===== src/bplc_pkg.sv =====
// Shared types and constants for the button press length classifier.
package bplc_pkg;

    localparam int CFG_WIDTH     = 16;
    localparam int CFG_IDX_WIDTH = 2;
    localparam int IN_TDATA_W    = 8;
    localparam int OUT_TDATA_W   = 8;

    typedef enum logic [CFG_IDX_WIDTH-1:0] {
        REG_ENABLE      = 2'd0,
        REG_DEBOUNCE    = 2'd1,
        REG_SHORT_LIMIT = 2'd2,
        REG_LONG_LIMIT  = 2'd3
    } cfg_index_t;

    typedef enum logic [1:0] {
        CLS_NONE   = 2'd0,
        CLS_SHORT  = 2'd1,
        CLS_MEDIUM = 2'd2,
        CLS_LONG   = 2'd3
    } press_class_t;

    localparam logic [CFG_WIDTH-1:0] DEBOUNCE_RESET    = 16'd40;
    localparam logic [CFG_WIDTH-1:0] SHORT_LIMIT_RESET = 16'd500;
    localparam logic [CFG_WIDTH-1:0] LONG_LIMIT_RESET  = 16'd2000;

    typedef struct packed {
        logic         idle_flag;
        press_class_t press_class;
    } result_t;

endpackage


===== src/bplc_core.sv =====
// Configuration registers, phase tracking and press classification.
module bplc_core #(
    parameter int COUNT_WIDTH = 16
) (
    input  logic                                clk,
    input  logic                                rst_n,
    input  logic                                cfg_wen,
    input  logic [bplc_pkg::CFG_IDX_WIDTH-1:0]  cfg_index,
    input  logic [bplc_pkg::CFG_WIDTH-1:0]      cfg_wdata,
    input  logic                                beat,
    input  logic                                level,
    output bplc_pkg::result_t                   result
);

    localparam int CMP_W = (COUNT_WIDTH > bplc_pkg::CFG_WIDTH) ? COUNT_WIDTH
                                                               : bplc_pkg::CFG_WIDTH;
    localparam logic [COUNT_WIDTH-1:0] CNT_MAX = {COUNT_WIDTH{1'b1}};

    typedef enum logic [1:0] {
        PH_IDLE     = 2'd0,
        PH_DEBOUNCE = 2'd1,
        PH_HOLD     = 2'd2,
        PH_SPARE    = 2'd3
    } phase_t;

    logic                           enable_reg;
    logic [bplc_pkg::CFG_WIDTH-1:0] debounce_ticks_reg;
    logic [bplc_pkg::CFG_WIDTH-1:0] short_limit_reg;
    logic [bplc_pkg::CFG_WIDTH-1:0] long_limit_reg;

    phase_t                         phase_reg, phase_next;
    logic                           prev_level_reg;
    logic [COUNT_WIDTH-1:0]         debounce_count_reg, debounce_count_next;
    logic [COUNT_WIDTH-1:0]         hold_count_reg, hold_count_next;
    logic [COUNT_WIDTH-1:0]         deb_inc, hold_inc;
    bplc_pkg::press_class_t         cls;

    assign deb_inc  = (debounce_count_reg == CNT_MAX) ? CNT_MAX : debounce_count_reg + 1'b1;
    assign hold_inc = (hold_count_reg == CNT_MAX) ? CNT_MAX : hold_count_reg + 1'b1;

    always_comb
    begin
        phase_next          = phase_reg;
        debounce_count_next = debounce_count_reg;
        hold_count_next     = hold_count_reg;
        cls                 = bplc_pkg::CLS_NONE;
        if (!enable_reg)
        begin
            phase_next          = PH_IDLE;
            debounce_count_next = '0;
            hold_count_next     = '0;
        end
        else
        begin
            case (phase_reg)
                PH_DEBOUNCE:
                begin
                    debounce_count_next = deb_inc;
                    if (CMP_W'(deb_inc) >= CMP_W'(debounce_ticks_reg))
                    begin
                        debounce_count_next = '0;
                        if (!level)
                        begin
                            phase_next      = PH_HOLD;
                            hold_count_next = '0;
                        end
                        else
                        begin
                            phase_next = PH_IDLE;
                        end
                    end
                end
                PH_HOLD:
                begin
                    if (level)
                    begin
                        cls = (CMP_W'(hold_count_reg) < CMP_W'(short_limit_reg))
                              ? bplc_pkg::CLS_SHORT : bplc_pkg::CLS_MEDIUM;
                        phase_next      = PH_IDLE;
                        hold_count_next = '0;
                    end
                    else
                    begin
                        hold_count_next = hold_inc;
                        if (CMP_W'(hold_inc) >= CMP_W'(long_limit_reg))
                        begin
                            cls             = bplc_pkg::CLS_LONG;
                            phase_next      = PH_IDLE;
                            hold_count_next = '0;
                        end
                    end
                end
                default:
                begin
                    // Idle and the unused code both wait for a falling edge
                    phase_next = PH_IDLE;
                    if (prev_level_reg && !level)
                    begin
                        phase_next          = PH_DEBOUNCE;
                        debounce_count_next = '0;
                    end
                end
            endcase
        end
    end

    assign result.press_class = cls;
    assign result.idle_flag   = (phase_next == PH_IDLE);

    always_ff @(posedge clk or negedge rst_n)
    begin
        if (!rst_n)
        begin
            enable_reg         <= 1'b0;
            debounce_ticks_reg <= bplc_pkg::DEBOUNCE_RESET;
            short_limit_reg    <= bplc_pkg::SHORT_LIMIT_RESET;
            long_limit_reg     <= bplc_pkg::LONG_LIMIT_RESET;
        end
        else if (cfg_wen)
        begin
            case (bplc_pkg::cfg_index_t'(cfg_index))
                bplc_pkg::REG_ENABLE:      enable_reg         <= cfg_wdata[0];
                bplc_pkg::REG_DEBOUNCE:    debounce_ticks_reg <= cfg_wdata;
                bplc_pkg::REG_SHORT_LIMIT: short_limit_reg    <= cfg_wdata;
                bplc_pkg::REG_LONG_LIMIT:  long_limit_reg     <= cfg_wdata;
                default:                   enable_reg         <= enable_reg;
            endcase
        end
    end

    // Advance phase and counters once per accepted sample
    always_ff @(posedge clk or negedge rst_n)
    begin
        if (!rst_n)
        begin
            phase_reg          <= PH_IDLE;
            prev_level_reg     <= 1'b1;
            debounce_count_reg <= '0;
            hold_count_reg     <= '0;
        end
        else if (beat)
        begin
            phase_reg          <= phase_next;
            prev_level_reg     <= level;
            debounce_count_reg <= debounce_count_next;
            hold_count_reg     <= hold_count_next;
        end
    end

    a_class_ends_press: assert property (@(posedge clk) disable iff (!rst_n)
        (result.press_class != bplc_pkg::CLS_NONE) |-> result.idle_flag)
        else $error("press reported while a phase stays pending");

    a_disabled_quiet: assert property (@(posedge clk) disable iff (!rst_n)
        !enable_reg |-> (result.idle_flag && result.press_class == bplc_pkg::CLS_NONE))
        else $error("disabled block reports activity");

    a_long_from_hold: assert property (@(posedge clk) disable iff (!rst_n)
        (result.press_class != bplc_pkg::CLS_NONE) |-> (phase_reg == PH_HOLD))
        else $error("press reported outside the hold phase");

    a_debounce_idle_count: assert property (@(posedge clk) disable iff (!rst_n)
        (beat && phase_reg == PH_IDLE) |=> (debounce_count_reg == '0))
        else $error("debounce count not cleared when leaving idle");

endmodule


===== src/bplc_out_buf.sv =====
// Result register with a skid stage for the output stream.
module bplc_out_buf (
    input  logic              clk,
    input  logic              rst_n,
    input  logic              push,
    input  bplc_pkg::result_t push_data,
    output logic              ready,
    output logic              out_valid,
    input  logic              out_ready,
    output bplc_pkg::result_t out_data
);

    logic              out_valid_reg, skid_valid_reg;
    bplc_pkg::result_t out_data_reg, skid_data_reg;
    logic              pop;

    assign pop       = out_valid_reg && out_ready;
    assign ready     = !skid_valid_reg;
    assign out_valid = out_valid_reg;
    assign out_data  = out_data_reg;

    always_ff @(posedge clk or negedge rst_n)
    begin
        if (!rst_n)
        begin
            out_valid_reg  <= 1'b0;
            skid_valid_reg <= 1'b0;
        end
        else if (!out_valid_reg || pop)
        begin
            out_valid_reg  <= skid_valid_reg || push;
            skid_valid_reg <= skid_valid_reg && push;
        end
        else if (push)
        begin
            skid_valid_reg <= 1'b1;
        end
    end

    always_ff @(posedge clk)
    begin
        if (!out_valid_reg || pop)
        begin
            out_data_reg <= skid_valid_reg ? skid_data_reg : push_data;
            if (push)
            begin
                skid_data_reg <= push_data;
            end
        end
        else if (push)
        begin
            skid_data_reg <= push_data;
        end
    end

    a_skid_behind_out: assert property (@(posedge clk) disable iff (!rst_n)
        skid_valid_reg |-> out_valid_reg)
        else $error("skid holds a beat while the output is empty");

    a_no_push_full: assert property (@(posedge clk) disable iff (!rst_n)
        (skid_valid_reg && !pop) |=> skid_valid_reg)
        else $error("waiting skid beat lost");

    a_skid_moves: assert property (@(posedge clk) disable iff (!rst_n)
        (skid_valid_reg && pop) |=> (out_valid_reg && out_data_reg == $past(skid_data_reg)))
        else $error("skid beat not moved to output");

endmodule


===== src/button_press_length_classifier.sv =====
// Top level of the debounced button press length classifier.
//
// Usage: feed one button sample per millisecond tick on the s_axis stream
// (tdata bit 0 = pin level, 0 pressed). Every accepted beat produces exactly
// one result beat on m_axis: press class (none/short/medium/long) and an idle
// flag that tells software the block may sleep.
// Configuration (enable, debounce ticks, short and long limits) is written
// through cfg_wen/cfg_index/cfg_wdata while the stream is quiet; writes take
// effect at the next clock edge, with no read-back.
// Output: each result is held in the result register, or in the skid stage
// while that register waits, before it reaches m_axis. Throughput: one sample
// per cycle while s_axis_tready is high; the phase and counter update is a single
// compare-and-increment pass between the state registers and the result register.
// Stall: a result register plus a skid stage (two entries) keeps s_axis_tready
// high while one finished result waits; it drops only when both entries are
// full, and rises again in the cycle after m_axis_tready takes a beat.
// Reset (rst_n low, asynchronous): block disabled, phase idle, previous level
// released, counts cleared, limits back to 40/500/2000, result stream empty.
module button_press_length_classifier #(
    parameter int COUNT_WIDTH = 16
) (
    input  logic                                   clk,
    input  logic                                   rst_n,
    input  logic                                   cfg_wen,
    input  logic [bplc_pkg::CFG_IDX_WIDTH-1:0]     cfg_index,
    input  logic [bplc_pkg::CFG_WIDTH-1:0]         cfg_wdata,
    input  logic                                   s_axis_tvalid,
    output logic                                   s_axis_tready,
    // [0] button_level, [7:1] zero
    input  logic [bplc_pkg::IN_TDATA_W-1:0]        s_axis_tdata,
    output logic                                   m_axis_tvalid,
    input  logic                                   m_axis_tready,
    // [1:0] press_class, [2] idle_flag, [7:3] zero
    output logic [bplc_pkg::OUT_TDATA_W-1:0]       m_axis_tdata
);

    logic              beat;
    bplc_pkg::result_t core_result;
    bplc_pkg::result_t out_result;

    // Accept a sample only when the result side has room for its beat
    assign beat = s_axis_tvalid && s_axis_tready;

    bplc_core #(
        .COUNT_WIDTH (COUNT_WIDTH)
    ) u_core (
        .clk       (clk),
        .rst_n     (rst_n),
        .cfg_wen   (cfg_wen),
        .cfg_index (cfg_index),
        .cfg_wdata (cfg_wdata),
        .beat      (beat),
        .level     (s_axis_tdata[0]),
        .result    (core_result)
    );

    bplc_out_buf u_out_buf (
        .clk       (clk),
        .rst_n     (rst_n),
        .push      (beat),
        .push_data (core_result),
        .ready     (s_axis_tready),
        .out_valid (m_axis_tvalid),
        .out_ready (m_axis_tready),
        .out_data  (out_result)
    );

    // Pack the result fields from the lowest bit up, zero fill to a byte
    assign m_axis_tdata = {{(bplc_pkg::OUT_TDATA_W-3){1'b0}},
                           out_result.idle_flag, out_result.press_class};

endmodule

===== config.mk =====
export PLATFORM = sky130hd
export DESIGN_NAME = button_press_length_classifier
export DESIGN_NICKNAME = d
export VERILOG_FILES = /design/src/bplc_pkg.sv /design/src/bplc_core.sv /design/src/bplc_out_buf.sv /design/src/button_press_length_classifier.sv
export SDC_FILE = /design/constraint.sdc
export NUM_CORES = 1
export LEC_CHECK = 0
export ABC_AREA = 1
export BUFFER_PORTS_ARGS = -buffer_cell sky130_fd_sc_hd__buf_4
export CAP_MARGIN = 30
export CORE_MARGIN = 2
export CORE_UTILIZATION = 50
export DETAILED_ROUTE_END_ITERATION = 7
export HOLD_SLACK_MARGIN = 0.12
export PLACE_DENSITY_LB_ADDON = 0.25
export SLEW_MARGIN = 10
export SYNTH_ARGS = -nofsm -noshare
export SYNTH_HDL_FRONTEND = slang
export SYNTH_SLANG_ARGS = --single-unit

===== constraint.sdc =====
create_clock -name clk -period 3.59 [get_ports clk]
set_input_delay 0.359 -clock clk [delete_from_list [all_inputs] [get_ports clk]]
set_output_delay 0.359 -clock clk [all_outputs]
set_load 0.03 [all_outputs]

==> results.ini <==
[outcome]
status = finished clean

[global_route]
track_usage = 0.203
grt_pass1_wl_mm = 20.9
grt_pass1_vias = 4672
grt_start_max_net_pins = 75
overflow = 0
antenna_found_initial = 0

[timing]
relSlewSlack = 0.368
hold_viol_final = 0
skew_ns = 0.00758
setup_violations = 0
tightest_slew_ns = 0.948
finalCriticalPeriod_ns = 3.26
fin_setup_tns_ns = 0
fmax_mhz = 307
finalCritPeriodShare = 0.908
grt_setup_unrepaired = false
final-max-slew-violation-count = 0

[worst_setup_path]
path_max_fanout = 10
startpoint = u_core.hold_count_reg[1]
worstPathArrival_ns = 3.37
endpoint_kind = flop
cp_data_required_time_ns = 3.70
timing.rr.start = u_core.hold_count_reg[1]
crit_path_start_kind = flop
critPathKind = reg2reg

[cells_and_area]
ff_latch_area_um2 = 2350
syn2layout_area_growth_pct = 12.3
nets = 843
nFillCells = 1016
antenna_cells = 0
multi_input_area_um2 = 2850
layout.cells.non_filler = 909
drive_above_1_share = 0.140

[logic_synthesis]
ys.flop_type = dfrtp_1
synth_cell_types = 44
netlist_area_um2 = 5810
synth_area_leaders = dfrtp_1, ha_1, nand2_1, inv_1, o21ai_0
netlist_instances = 729
ys_seq_area_frac = 0.405
synth.avg_cell_area_um2 = 7.97
synth_edf_count = 6
async_flop_share = 0.935
yosys_warnings = 0
synth_area_leader_cell = dfrtp_1
ys_ff_latch = 92
synth_top_area_frac = 0.306

[cts]
path_clk_slew_ns = 0.07
cts_tree = done
htree_levels = 3
clk_latency_ns = 0.34
root_buffer = clkbuf_16
cts_made_buffers = 9
cts_buffer_depth = 2
cts.sinks = 92

[floorplanning]
die-height_um = 112
initial_utilization = 0.511
rows = 39
pin_count = 41
die_w_um = 112
core_area_um2 = 11400
dieArea_um2 = 12500

[power]
power_density_nw_per_um2 = 389
leakagePower_nw = 3.32
vdd_drop_max_uv = 226

[detailed_routing]
drc = 0
drt_iter0_drc = 302
vias_per_cell = 5.15
first_pass_iters = 5
postRouteWirelength_mm = 12.0
wl_per_cell_um = 13.3
ant_nets = 0
vias = 4680

[job]
max_cap_violations = 0

[place]
dp_hpwl_mm = 9.09
placedCellCount = 887
gp_congestion = 0.849
portBuffers = 28

[min_path]
worstHoldPathType = in2reg
hold_start = s_axis_tvalid

==> cell type report <==
class                           instances  share of cell area
Multi-Input combinational cell        483               0.437
Timing Repair Buffer                   37              0.0533
Sequential cell                        92               0.360
Tap cell                              143              0.0274
Clock buffer                           10              0.0351
Inverter                              138              0.0796
Clock inverter                          6             0.00748
==> power by group <==
| group | internal [W] | switching [W] |
|---|---|---|
| Clock | 0.000476 | 0.000428 |
| Combinational | 0.000154 | 0.000257 |
| Sequential | 0.00116 | 0.0000609 |
| Total | 0.00179 | 0.000746 |
==> critical path, cell delays in order (launching register included) <==
cell and delay, ns:
dfrtp_1 0.37, ha_1 0.19, nand3_1 0.15, nor2_4 0.16
nand4_4 0.14, nor2_4 0.21, nand3_4 0.17, o21ai_0 0.16
ha_1 0.30, nand2_1 0.09, nor2_1 0.06, nand2_1 0.06
nand2_1 0.05, nor2_1 0.10, nand2_1 0.09, nand2_1 0.13
nand3_1 0.15, nand2_1 0.11, nand2_1 0.05, nand2_1 0.05
nand2_1 0.07, and2_1 0.16
==> per-layer routing <==
layer	vias up	wire length, um	track usage
met5	-	0	0
met4	0	207	0.0708
met3	17	291	0.0316
met2	59	5870	0.352
met1	2200	5680	0.259
li1	2404	-	-
==> synth_stat cells, types with 2 or more instances <==
master / count
nand3_2: 9
o21a_1: 2
o21ai_2: 2
buf_4: 7
a21oi_1: 28
nand3_4: 2
nand4_1: 4
nor2_4: 6
ha_1: 51
nor3_2: 2
o22ai_1: 8
nand2_1: 161
nor2_1: 34
nor2_2: 4
clkbuf_1: 9
a21oi_2: 2
o21ai_1: 6
inv_2: 4
inv_1: 133
buf_2: 3
nand3b_1: 3
nand2_2: 2
dfstp_2: 15
xor2_1: 8
edfxtp_1: 6
nor3_4: 3
nand3_1: 38
nor3_1: 6
dfrtp_1: 71
o21ai_0: 86
==> kinds of logic (layout without fill, tap and decap cells) <==
group | count (synthesis) | in the layout | synth area share
xor gates and xnor gates | 9 | 9 | 0.0136
other | 1 | 5 | 0.000646
and+or+nand+nor | 280 | 280 | 0.233
DFF | 92 | 92 | 0.405
AOI/OAI and AO/OA | 138 | 138 | 0.131
adders and majority gates | 51 | 51 | 0.110
buffers and inverters | 158 | 191 | 0.108
==> path summary, 6_finish.rpt <==
kind	to	slack, ns	cells past startpoint
setup / recovery	u_out_buf.skid_data_reg[2]	0.33	21
hold / removal	u_out_buf.out_valid	0.22	3
setup reg to reg	u_out_buf.skid_data_reg[2]	0.33	21
hold reg to reg	u_core.debounce_ticks_reg[6]	0.49	2
max in group asynchronous	u_core.long_limit_reg[8]	2.61	3
min in group asynchronous	u_core.debounce_count_reg[1]	0.38	2
==> through the flow <==
step | hold WS [ns] | total power (W) | area, um^2 | util | worst slack, ns
floorplan | 0.0634 | 0.00151 | 5820 | - | 0.803
global placement | 0.468 | 0.00163 | 6140 | 0.540 | 0.432
detailed placement | 0.477 | 0.00165 | 6140 | 0.540 | 0.323
CTS | 0.196 | 0.00255 | 6420 | 0.565 | 0.290
global route | 0.232 | 0.00267 | 6520 | 0.574 | 0.00542
finish | 0.220 | 0.00254 | 6520 | 0.574 | 0.331
==> cells in the final DEF (no fill, tap or decap), types with 9 or more instances in the layout <==
master	instances
dfstp_2	15
o21ai_0	86
buf_4	30
nand2_1	161
nand3_2	9
a21oi_1	28
ha_1	51
clkbuf_16	9
inv_1	133
nor2_1	34
nand3_1	38
dfrtp_1	71
==> repair_timing <==
action,CTS,global route
endpoints found under the hold margin,0,7
hold buffers,0,1
buffers inserted,0,1
gates resized for setup,0,0
setup endpoints to repair,0,14
No activity file was read; power rests on OpenSTA's default activity.
